**src/brt_pkg.sv**
```systemverilog
// Package with the shared types and constants of the block reception tracker.
package brt_pkg;

  // Field widths of the parsed packet and of one reply item.
  localparam int unsigned REQ_W   = 2;
  localparam int unsigned FILE_W  = 32;
  localparam int unsigned SIZE_W  = 32;
  localparam int unsigned BLEN_W  = 16;
  localparam int unsigned SEQ_W   = 32;
  localparam int unsigned CODE_W  = 2;
  localparam int unsigned VALUE_W = 12;

  // Bitmap rows: each memory word holds the missing marks of this many blocks.
  localparam int unsigned ROW_W  = 16;
  localparam int unsigned ROW_BW = 4;

  // Request types.
  typedef enum logic [REQ_W-1:0] {
    REQ_START  = 2'd0,
    REQ_DATA   = 2'd1,
    REQ_STATUS = 2'd2,
    REQ_NONE   = 2'd3
  } req_type_e;

  // Status codes carried in a reply.
  typedef enum logic [CODE_W-1:0] {
    ST_NOTHING  = 2'd0,
    ST_COMPLETE = 2'd1,
    ST_MISSING  = 2'd2,
    ST_UNUSED   = 2'd3
  } status_code_e;

  // Kinds of reply item.
  localparam logic KIND_HEADER = 1'b0;
  localparam logic KIND_ENTRY  = 1'b1;

  typedef logic [ROW_W-1:0] row_t;

endpackage

```
**src/block_reception_tracker.sv**
```systemverilog
// Top level of the block reception tracker: divider, bitmap memory and reply sequencer.
//
//  Channel | Direction | Handshake               | Payload
//  --------+-----------+-------------------------+-------------------------------------------
//  in      | input     | in_valid_i / in_ready_o | req_type, frame_ok, file_number, file_size,
//          |           |                         | block_length, block_seq
//  out     | output    | out_valid_o/out_ready_i | item_kind, status_code, reply_file,
//          |           |                         | value, last
//
// One request is handled at a time; in_ready_o is high only while the sequencer is idle.
// A start request runs the bit-serial divider, then fills one bitmap row per cycle
// (ceil(blocks / 16) rows) to mark every block missing. A data request read-modify-writes
// its row. A status request sends the header, then lists the entries of each scanned row,
// one per cycle while the output is free; the scan stops at the last entry. Reset clears
// the file number, block count and missing count; the bitmap is written by the next start.
// A stalled output register holds the sequencer until it is taken.
module block_reception_tracker #(
  parameter int unsigned MAX_BLOCKS = 4096,
  parameter int unsigned MAX_REPORT = 16
) (
  input  logic                         clk_i,
  input  logic                         rst_ni,
  input  logic                         in_valid_i,
  output logic                         in_ready_o,
  input  logic [brt_pkg::REQ_W-1:0]    req_type_i,
  input  logic                         frame_ok_i,
  input  logic [brt_pkg::FILE_W-1:0]   file_number_i,
  input  logic [brt_pkg::SIZE_W-1:0]   file_size_i,
  input  logic [brt_pkg::BLEN_W-1:0]   block_length_i,
  input  logic [brt_pkg::SEQ_W-1:0]    block_seq_i,
  output logic                         out_valid_o,
  input  logic                         out_ready_i,
  output logic                         item_kind_o,
  output logic [brt_pkg::CODE_W-1:0]   status_code_o,
  output logic [brt_pkg::FILE_W-1:0]   reply_file_o,
  output logic [brt_pkg::VALUE_W-1:0]  value_o,
  output logic                         last_o
);
  import brt_pkg::*;

  localparam int unsigned ROWS  = (MAX_BLOCKS + ROW_W - 1) / ROW_W;
  localparam int unsigned RAW   = (ROWS > 1) ? $clog2(ROWS) : 1;
  localparam int unsigned BT_W  = $clog2(MAX_BLOCKS + 1);
  localparam int unsigned LW    = $clog2(MAX_REPORT + 1);
  localparam int unsigned DCW   = $clog2(SIZE_W);

  // Sequencer states.
  localparam logic [3:0] S_IDLE = 4'd0;
  localparam logic [3:0] S_DIV  = 4'd1;
  localparam logic [3:0] S_DCHK = 4'd2;
  localparam logic [3:0] S_FILL = 4'd3;
  localparam logic [3:0] S_DRD  = 4'd4;
  localparam logic [3:0] S_DWR  = 4'd5;
  localparam logic [3:0] S_HDR  = 4'd6;
  localparam logic [3:0] S_SRD  = 4'd7;
  localparam logic [3:0] S_SLD  = 4'd8;
  localparam logic [3:0] S_SCAN = 4'd9;

  logic [3:0]          state_q, state_d;
  logic [FILE_W-1:0]   cur_file_q, cur_file_d;
  logic [BT_W-1:0]     blk_total_q, blk_total_d;
  logic [BT_W-1:0]     miss_cnt_q, miss_cnt_d;
  logic [FILE_W-1:0]   new_file_q, new_file_d;
  logic [SIZE_W-1:0]   quo_q, quo_d;
  logic [BLEN_W-1:0]   rem_q, rem_d;
  logic [BLEN_W-1:0]   dvs_q, dvs_d;
  logic [DCW-1:0]      div_cnt_q, div_cnt_d;
  logic [RAW-1:0]      row_q, row_d;
  logic [ROW_BW-1:0]   bit_q, bit_d;
  logic [RAW-1:0]      last_row_q, last_row_d;
  logic [CODE_W-1:0]   code_q, code_d;
  logic [LW-1:0]       listed_q, listed_d;
  logic [LW-1:0]       emit_q, emit_d;
  row_t                work_q, work_d;

  logic                out_valid_q, out_valid_d;
  logic                kind_q, kind_d;
  logic [CODE_W-1:0]   ocode_q, ocode_d;
  logic [FILE_W-1:0]   ofile_q, ofile_d;
  logic [VALUE_W-1:0]  value_q, value_d;
  logic                last_q, last_d;

  // Bitmap memory: one row of missing marks per word, read data registered.
  row_t                mem [ROWS];
  row_t                rd_q;
  logic                mem_we;
  row_t                mem_wdata;

  logic                in_fire;
  logic                slot_free;
  logic [BLEN_W:0]     div_trial;
  logic                div_take;
  logic [SIZE_W:0]     blk_count;
  row_t                row_mask;
  logic [ROW_BW-1:0]   first_bit;
  logic [FILE_W-1:0]   entry_index;

  assign in_ready_o = (state_q == S_IDLE);
  assign in_fire    = in_valid_i & in_ready_o;
  assign slot_free  = ~out_valid_q | out_ready_i;

  // One restoring division step: shift in the next dividend bit and try the subtraction.
  assign div_trial = {rem_q, quo_q[SIZE_W-1]};
  assign div_take  = (div_trial >= {1'b0, dvs_q});

  // Block count rounds the quotient up when a remainder is left.
  assign blk_count = {1'b0, quo_q} + (SIZE_W + 1)'(rem_q != '0);

  // Mask of the blocks in the current row that lie below the block count.
  always_comb begin
    if (32'(row_q) < 32'(blk_total_q >> ROW_BW)) begin
      row_mask = '1;
    end else begin
      row_mask = ~({ROW_W{1'b1}} << blk_total_q[ROW_BW-1:0]);
    end
  end

  // Lowest missing block left in the working row.
  always_comb begin
    first_bit = '0;
    for (int i = ROW_W - 1; i >= 0; i--) begin
      if (work_q[i]) begin
        first_bit = ROW_BW'(i);
      end
    end
  end

  assign entry_index = (FILE_W'(row_q) << ROW_BW) | FILE_W'(first_bit);

  always_ff @(posedge clk_i) begin
    if (mem_we) begin
      mem[row_q] <= mem_wdata;
    end
    rd_q <= mem[row_q];
  end

  // Sequencer.
  always_comb begin
    state_d     = state_q;
    cur_file_d  = cur_file_q;
    blk_total_d = blk_total_q;
    miss_cnt_d  = miss_cnt_q;
    new_file_d  = new_file_q;
    quo_d       = quo_q;
    rem_d       = rem_q;
    dvs_d       = dvs_q;
    div_cnt_d   = div_cnt_q;
    row_d       = row_q;
    bit_d       = bit_q;
    last_row_d  = last_row_q;
    code_d      = code_q;
    listed_d    = listed_q;
    emit_d      = emit_q;
    work_d      = work_q;
    mem_we      = 1'b0;
    mem_wdata   = '1;

    out_valid_d = out_valid_q & ~out_ready_i;
    kind_d      = kind_q;
    ocode_d     = ocode_q;
    ofile_d     = ofile_q;
    value_d     = value_q;
    last_d      = last_q;

    case (state_q)
      S_IDLE: begin
        if (in_fire && frame_ok_i) begin
          case (req_type_i)
            REQ_START: begin
              if (file_number_i != cur_file_q && block_length_i != '0) begin
                new_file_d = file_number_i;
                quo_d      = file_size_i;
                rem_d      = '0;
                dvs_d      = block_length_i;
                div_cnt_d  = '0;
                state_d    = S_DIV;
              end
            end
            REQ_DATA: begin
              if (file_number_i == cur_file_q && block_seq_i < SEQ_W'(blk_total_q)) begin
                row_d   = block_seq_i[RAW+ROW_BW-1:ROW_BW];
                bit_d   = block_seq_i[ROW_BW-1:0];
                state_d = S_DRD;
              end
            end
            REQ_STATUS: begin
              if (file_number_i == cur_file_q) begin
                if (miss_cnt_q == blk_total_q) begin
                  code_d = ST_NOTHING;
                end else if (miss_cnt_q == '0) begin
                  code_d = ST_COMPLETE;
                end else begin
                  code_d = ST_MISSING;
                end
                if (32'(miss_cnt_q) > 32'(MAX_REPORT)) begin
                  listed_d = LW'(MAX_REPORT);
                end else begin
                  listed_d = LW'(miss_cnt_q);
                end
                state_d = S_HDR;
              end
            end
            default: begin
            end
          endcase
        end
      end

      // Bit-serial division of the file size by the block length.
      S_DIV: begin
        quo_d = {quo_q[SIZE_W-2:0], div_take};
        if (div_take) begin
          rem_d = BLEN_W'(div_trial - {1'b0, dvs_q});
        end else begin
          rem_d = div_trial[BLEN_W-1:0];
        end
        div_cnt_d = div_cnt_q + 1'b1;
        if (div_cnt_q == DCW'(SIZE_W - 1)) begin
          state_d = S_DCHK;
        end
      end

      // Accept the new file only if its blocks fit in the bitmap.
      S_DCHK: begin
        if (blk_count > (SIZE_W + 1)'(MAX_BLOCKS)) begin
          state_d = S_IDLE;
        end else begin
          cur_file_d  = new_file_q;
          blk_total_d = BT_W'(blk_count);
          miss_cnt_d  = BT_W'(blk_count);
          last_row_d  = RAW'((blk_count - 1'b1) >> ROW_BW);
          row_d       = '0;
          if (blk_count == '0) begin
            state_d = S_IDLE;
          end else begin
            state_d = S_FILL;
          end
        end
      end

      // Mark every block of the new file missing, one row a cycle.
      S_FILL: begin
        mem_we    = 1'b1;
        mem_wdata = '1;
        if (row_q == last_row_q) begin
          state_d = S_IDLE;
        end else begin
          row_d = row_q + 1'b1;
        end
      end

      S_DRD: begin
        state_d = S_DWR;
      end

      // Clear the block's mark and count it once if it was still missing.
      S_DWR: begin
        if (rd_q[bit_q]) begin
          mem_we             = 1'b1;
          mem_wdata          = rd_q;
          mem_wdata[bit_q]   = 1'b0;
          miss_cnt_d         = miss_cnt_q - 1'b1;
        end
        state_d = S_IDLE;
      end

      // Reply header.
      S_HDR: begin
        if (slot_free) begin
          out_valid_d = 1'b1;
          kind_d      = KIND_HEADER;
          ocode_d     = code_q;
          ofile_d     = cur_file_q;
          if (code_q == ST_MISSING) begin
            value_d = VALUE_W'(listed_q);
            last_d  = 1'b0;
            row_d   = '0;
            emit_d  = '0;
            state_d = S_SRD;
          end else begin
            value_d = '0;
            last_d  = 1'b1;
            state_d = S_IDLE;
          end
        end
      end

      S_SRD: begin
        state_d = S_SLD;
      end

      S_SLD: begin
        work_d  = rd_q & row_mask;
        state_d = S_SCAN;
      end

      // List missing blocks of the row, lowest first, then move to the next row.
      S_SCAN: begin
        if (work_q == '0) begin
          row_d   = row_q + 1'b1;
          state_d = S_SRD;
        end else if (slot_free) begin
          out_valid_d       = 1'b1;
          kind_d            = KIND_ENTRY;
          ocode_d           = ST_MISSING;
          ofile_d           = cur_file_q;
          value_d           = entry_index[VALUE_W-1:0];
          last_d            = (emit_q + 1'b1 == listed_q);
          work_d[first_bit] = 1'b0;
          emit_d            = emit_q + 1'b1;
          if (emit_q + 1'b1 == listed_q) begin
            state_d = S_IDLE;
          end
        end
      end

      default: begin
        state_d = S_IDLE;
      end
    endcase
  end

  // Control state.
  always_ff @(posedge clk_i or negedge rst_ni) begin
    if (!rst_ni) begin
      state_q     <= S_IDLE;
      cur_file_q  <= '0;
      blk_total_q <= '0;
      miss_cnt_q  <= '0;
      out_valid_q <= 1'b0;
    end else begin
      state_q     <= state_d;
      cur_file_q  <= cur_file_d;
      blk_total_q <= blk_total_d;
      miss_cnt_q  <= miss_cnt_d;
      out_valid_q <= out_valid_d;
    end
  end

  // Working and payload registers.
  always_ff @(posedge clk_i) begin
    new_file_q <= new_file_d;
    quo_q      <= quo_d;
    rem_q      <= rem_d;
    dvs_q      <= dvs_d;
    div_cnt_q  <= div_cnt_d;
    row_q      <= row_d;
    bit_q      <= bit_d;
    last_row_q <= last_row_d;
    code_q     <= code_d;
    listed_q   <= listed_d;
    emit_q     <= emit_d;
    work_q     <= work_d;
    kind_q     <= kind_d;
    ocode_q    <= ocode_d;
    ofile_q    <= ofile_d;
    value_q    <= value_d;
    last_q     <= last_d;
  end

  assign out_valid_o   = out_valid_q;
  assign item_kind_o   = kind_q;
  assign status_code_o = ocode_q;
  assign reply_file_o  = ofile_q;
  assign value_o       = value_q;
  assign last_o        = last_q;

endmodule
```
**config.mk**
```make
export PLATFORM = sky130hd
export DESIGN_NAME = block_reception_tracker
export DESIGN_NICKNAME = d
export VERILOG_FILES = /design/src/brt_pkg.sv /design/src/block_reception_tracker.sv
export SDC_FILE = /design/constraint.sdc
export NUM_CORES = 2
export LEC_CHECK = 0
export BUFFER_PORTS_ARGS = -buffer_cell sky130_fd_sc_hd__buf_2
export CAP_MARGIN = 0
export CORE_MARGIN = 3
export CORE_UTILIZATION = 30
export CTS_CLUSTER_DIAMETER = 120
export CTS_CLUSTER_SIZE = 16
export DETAILED_ROUTE_END_ITERATION = 10
export PLACE_DENSITY = 0.56
export SETUP_SLACK_MARGIN = 0.05
export SLEW_MARGIN = 5
export SYNTH_ARGS = -nofsm -noshare
export SYNTH_HDL_FRONTEND = slang
export SYNTH_SLANG_ARGS = --single-unit
```
**constraint.sdc**
```tcl
create_clock -name clk_i -period 5.9 [get_ports clk_i]
set_input_delay 0.295 -clock clk_i [delete_from_list [all_inputs] [get_ports clk_i]]
set_output_delay 0.295 -clock clk_i [all_outputs]
set_load 0.005 [all_outputs]
```
# Word level (Yosys, flattened, before mapping)
# Memories as Yosys holds them, arrays and structs flattened. A register that Yosys moved wholly into a read port is not among the register bits.
# Index checks and enable logic that the tools add are counted.
dict set report op_classes {
  add_sub_neg 7
  bitwise_logic 13
  n_shift 1
  n_mux 102
  magnitude_cmp 9
  n_eq_ne 39
  reduce_logical 29
}
# op n
set op_table {}
lappend op_table {{$mux 32} 5}
lappend op_table {{$mux 16} 9}
lappend op_table {{$pmux 32 s2} 2}
lappend op_table {{$mux 4} 26}
lappend op_table {{$mux 8} 8}
lappend op_table {{$pmux 16 s2} 2}
lappend op_table {{$and 16x16->16} 3}
lappend op_table {{$not 16->16} 3}
lappend op_table {{$mux 5} 8}
lappend op_table {{$pmux 8 s5} 1}
lappend op_table {{$mux 12} 3}
lappend op_table {{$pmux 4 s9} 1}
lappend op_table {{$add 32x1->33} 1}
lappend op_table {{$gt 33x13->1 const B} 1}
lappend op_table {{$logic_not 33->1} 1}
lappend op_table {{$eq 32x32->1} 1}
lappend op_table {{$lt 32x13->1} 1}
lappend op_table {{$ne 32x32->1} 1}
lappend op_table {{$reduce_bool 16->1} 2}
lappend op_table {{$mux 13} 2}
lappend op_table {{$pmux 13 s2} 1}
lappend op_table {{$pmux 12 s2} 1}
lappend op_table {{$ne 2x2->1 const B} 10}
lappend op_table {{$pmux 5 s2} 2}
lappend op_table {{49 further kinds} 105}
dict set report totals {
  elab_cells 223
  ff_bits 260
  ramBits 4096
  n_memories 1
  output_inout_bits 50
  input_bits 119
}
# memory words word_bits read_ports rd_clocked_by_memory_dff write_ports line
set memory_table {}
lappend memory_table {mem 256 16 1 1 1 block_reception_tracker.sv:84} ;# row_t mem [ROWS];

# Logic depth before layout (Yosys ltp)
dict set report depth {
  word_depth 25
  ltp_mapped 15
  depth_no_buf 12
}

# Worst setup path after synthesis
# OpenSTA, ideal clock, no wires.
dict set report synth_timing {
  path_kind {register to register}
  from {register bit_q[0]}
  to {memory mem[0][10] in the netlist's numbering, data pin}
  path_slack_ns -0.002
  path_buffers 3
  synth_period_minus_slack_ns 5.902
  setup_ns 0.819
  arrival_ns 5.083
  path_stages_with_launch 9
  required_ns 5.081
  cell_sequence {edfxtp_1 -> buf_1 -> mux4_2 -> mux2_2 -> o21ai_0 -> nor2_1 -> clkbuf_1 -> buf_1 -> nand2_1}
}
dict set report synth_via {
  elab_chain_len 8
  elab_cells_between_ends 11
  cone_classes {2 x order compare; 6 x mux; 2 x bitwise; 1 x reduce/logical}
}
# item line
set synth_rtl {}
lappend synth_rtl {{from (decl)} block_reception_tracker.sv:69} ;# logic [ROW_BW-1:0] bit_q, bit_d;
lappend synth_rtl {{from (signal assigned)} block_reception_tracker.sv:348} ;# bit_q <= bit_d;
lappend synth_rtl {{$lt 4x5->1 (not written as such) or $ge 4x1->1 (tied branches)} block_reception_tracker.sv:261} ;# mem_wdata[bit_q] = 1'b0;
lappend synth_rtl {{$logic_and 1x1->1 (not written as such)} block_reception_tracker.sv:261}
lappend synth_rtl {{$mux 1 (not written as such)} block_reception_tracker.sv:261}
lappend synth_rtl {{$demux 1 s4} block_reception_tracker.sv:261}
lappend synth_rtl {{$not 16->16 (no source line)} --}
lappend synth_rtl {{$and 16x16->16 (no source line)} --}
lappend synth_rtl {{$mux 16 *} block_reception_tracker.sv:258} ;# if (rd_q[bit_q]) begin
lappend synth_rtl {{$mux 16 *} block_reception_tracker.sv:165} ;# case (state_q)
lappend synth_rtl {{via mem_wdata[10]} block_reception_tracker.sv:87} ;# row_t mem_wdata;
lappend synth_rtl {{to (decl)} block_reception_tracker.sv:84}
# Mark *: on every way through the listed nets, which the timed path passes. The rest lies on a longest branch. The select of a mux whose other input is x is not followed.

# Worst setup path after layout
dict set report layout_timing {
  from {register rem_q[2]}
  to {register cur_file_q[4]}
}
dict set report layout_via {
  elab_chain_len 5
}
# item line
set layout_rtl {}
lappend layout_rtl {{from (decl)} block_reception_tracker.sv:65} ;# logic [BLEN_W-1:0] rem_q, rem_d;
lappend layout_rtl {{from (signal assigned)} block_reception_tracker.sv:344} ;# rem_q <= rem_d;
lappend layout_rtl {{$reduce_bool 16->1} block_reception_tracker.sv:107} ;# assign blk_count = {1'b0, quo_q} + (SIZE_W + 1)'(rem_q != '0);
lappend layout_rtl {{$add 32x1->33} block_reception_tracker.sv:107}
lappend layout_rtl {{$gt 33x13->1} block_reception_tracker.sv:225} ;# if (blk_count > (SIZE_W + 1)'(MAX_BLOCKS)) begin
lappend layout_rtl {{$not 1->1 (no source line)} --}
lappend layout_rtl {{$reduce_and 2->1 (no source line)} --}
lappend layout_rtl {{to (signal assigned)} block_reception_tracker.sv:333} ;# cur_file_q <= cur_file_d;
lappend layout_rtl {{to (decl)} block_reception_tracker.sv:60} ;# logic [FILE_W-1:0] cur_file_q, cur_file_d;
# Every way passes these cells.
# A chain may end at the register's enable or synchronous reset.

==> qor.csv <==
metric,value,unit
status,finished clean,
clk_pin_slew,0.08,ns
syn2layout_area_growth,13.3,%
core,566000,sq um
detail-route-antenna-nets,0,
drt_pass1_iterations,6,
grt_max_degree,177,
fp.dieH,761,um
ios,169,
fmax,205,MHz
cp_data_arrival_time,5.68,ns
ys_seq_area_share,76.5,%
dp_cells,15258,
clockBufferDepth,4,
cp_max_fo,34,
final_cells,15787,
final_common_cell,edfxtp_1,
start_util,30.2,%
routed_wl,456000,um
post-cts-setup-buffer-count,0,
slew_viol_final,0,
tns,0,ns
ys_types,81,
r2r-start,rem_q[2]$_SDFFCE_PN0P_,
dp_hpwl,272000,um
syn_area_per_cell,22.5,sq um
synth-edff-count,4293,
cts_tree,yes,
synth-seq-cells,4372,
hold_violations,0,
globalplace.congestion,0.870,
min_from,block_seq_i[24],
hold_ws,0.106,ns
rsz0062_at_grt,false,
hold_class,input pin to flop,
drt_iter0_drc,9724,
gr-total-overflow,0,
antenna_found_initial,20,
grt_pass1_wl,646000,um
setup_viol,0,
end_kind,flop,
async_flop_share,1.44,%
layout.cells.most_common_list,"4293 x edfxtp_1, 1309 x mux4_2, 360 x buf_4, 316 x clkbuf_16, 213 x nand2_1",
syn_inst,7585,
root_buffer,clkbuf_16,
cellLeakagePower,0.0684,uW
clk_latency,0.99,ns
cts_num_sinks,4372,
cp-start-kind,flop,
power.total,68100,uW
period_share,82.6,%
rows,276,
drc,0,
max_slew_margin,3.06,%
vias,81952,
final_net_count,8352,
maxCapViolations,0,
grt_pass1_vias,83335,
peakVddDrop,0.245,mV
vias_per_cell,5.19,
fin_crit,4.87,ns
ys_warn_count,0,
drive_gt1_share,30.9,%
port_buffers,168,
grtUsageTotal,15.4,%
wl_per_cell,28.9,um
p_per_area,352,nW/um^2
fin_worst_skew,0.0737,ns
critPathLaunch,rem_q[2]$_SDFFCE_PN0P_,
path_class,flop to flop,
cts_buffers,314,
htree_levels,5,
ys.flop_type,edfxtp_1,
synth_area,171000,sq um
die_area,579000,sq um
die_width,761,um
tightest_slew,1.45,ns
syn-num-nets,7753,
cp.required,6.70,ns
utilization,34.2,%
==> cells in the mapped netlist (13+ instances only) <==
| library cell | instances | share of area (%) |
|---|---|---|
| and3_1 | 23 | 0.084 |
| clkbuf_1 | 243 | 0.53 |
| nand2_1 | 242 | 0.53 |
| nor4_1 | 24 | 0.088 |
| a21oi_1 | 49 | 0.14 |
| a31oi_1 | 27 | 0.099 |
| buf_1 | 66 | 0.14 |
| ha_1 | 48 | 0.35 |
| nor2_1 | 353 | 0.78 |
| o21ai_0 | 69 | 0.20 |
| mux4_2 | 1309 | 17 |
| buf_2 | 98 | 0.29 |
| dfrtp_1 | 63 | 0.92 |
| inv_1 | 50 | 0.11 |
| xnor2_1 | 78 | 0.40 |
| nor2b_1 | 51 | 0.19 |
| a22oi_1 | 23 | 0.10 |
| a21o_1 | 15 | 0.066 |
| and2_1 | 28 | 0.10 |
| edfxtp_1 | 4293 | 75 |
| mux2_4 | 39 | 0.34 |
| mux2i_1 | 22 | 0.13 |
| dfxtp_1 | 16 | 0.19 |
| nand4_1 | 41 | 0.15 |
| a211oi_1 | 13 | 0.057 |
| nand3_1 | 72 | 0.21 |
| nor3_1 | 29 | 0.085 |
| xor2_1 | 25 | 0.13 |
==> where the power goes <==
group / switching (uW) / internal [uW] / leakage [uW]
combinational: 7720 / 5150 / 0.0153
clock: 10400 / 9770 / 0.00418
sequential: 602 / 34500 / 0.0489
total: 18700 / 49400 / 0.0684
==> layer usage <==
layer  share of wire [%]  global-route usage [%]  up-vias  routed length (um)
met5              0.0039                       0        -                  18
met3                 8.5                    3.08      646               38600
li1                    -                       -    32970                   -
met1                  41                    21.3    44750              187000
met4                 3.7                    5.04        4               16800
met2                  47                    24.4     3582              214000
==> path summary, 6_finish.rpt <==
path	slack, ns	end	depth (start not counted)
worst min register to register	0.47	cur_file_q[14]$_DFFE_PN0P_	1
worst max-delay path	1.03	cur_file_q[4]$_DFFE_PN0P_	13
min in group asynchronous	0.12	cur_file_q[14]$_DFFE_PN0P_	3
worst max register to register	1.03	cur_file_q[4]$_DFFE_PN0P_	13
max in group asynchronous	5.16	miss_cnt_q[11]$_DFFE_PN0P_	3
worst min-delay path	0.11	bit_q[3]$_DFFE_PP_	5
==> final cells by class <==
class,count,area (sq um)
tap,7506,9390
antenna,12,30.0
fill,52098,373000
clock buffer,367,8100
inverter,51,191
multi-input combinational,2749,38900
timing repair buffer,696,5740
clock inverter,34,485
sequential,4372,131000
==> per-stage QoR <==
stage / instance area (sq um) / setup WS (ns)
6_report: 194000 / 1.03
5_1_grt: 194000 / 0.669
4_1_cts: 194000 / 1.06
3_5_place_dp: 184000 / 1.14
3_3_place_gp: 184000 / 0.424
2_1_floorplan: 171000 / -0.00215
==> kinds of logic (layout without fill, tap and decap cells) <==
family          after synthesis  after routing  synth area share, %
flops                      4372           4372                 76.5
buf+inv                     464           1148                 1.14
compound gates              307            307                 1.22
mux                        1377           1377                 17.8
fa+ha+maj                    49             49                0.363
simple gates                913            913                 2.44
xor+xnor                    103            103                0.528
other cells                   0             12                    0
==> flip-flops by register name, summed over array words and instances, names as in the netlist, 4 cells and up <==
name	flops
mem	4096
cur_file_q	32
new_file_q	32
quo_q	32
reply_file_o	32
dvs_q	16
rd_q	16
rem_q	16
work_q	16
blk_total_q	13
miss_cnt_q	13
value_o	12
last_row_q	8
row_q	8
div_cnt_q	5
emit_q	5
listed_q	5
bit_q	4
state_q	4
==> what timing repair did <==
action,in CTS,in global routing
gates resized for setup,0,0
hold buffers,116,0
endpoints found under the hold margin,169,0
==> worst max-delay path, cell delays in order (launching register included) <==
cell	delay, ns
edfxtp_1	0.43
nor4_1	0.41
buf_4	0.17
nand4_1	0.15
ha_1	0.28
ha_1	0.23
xnor2_1	0.34
o311ai_0	0.27
nor4b_2	0.44
nand4_2	0.24
o41ai_2	0.38
or4b_4	0.74
buf_12	0.29
mux2_4	0.34
(Power assumes the default switching activity.)
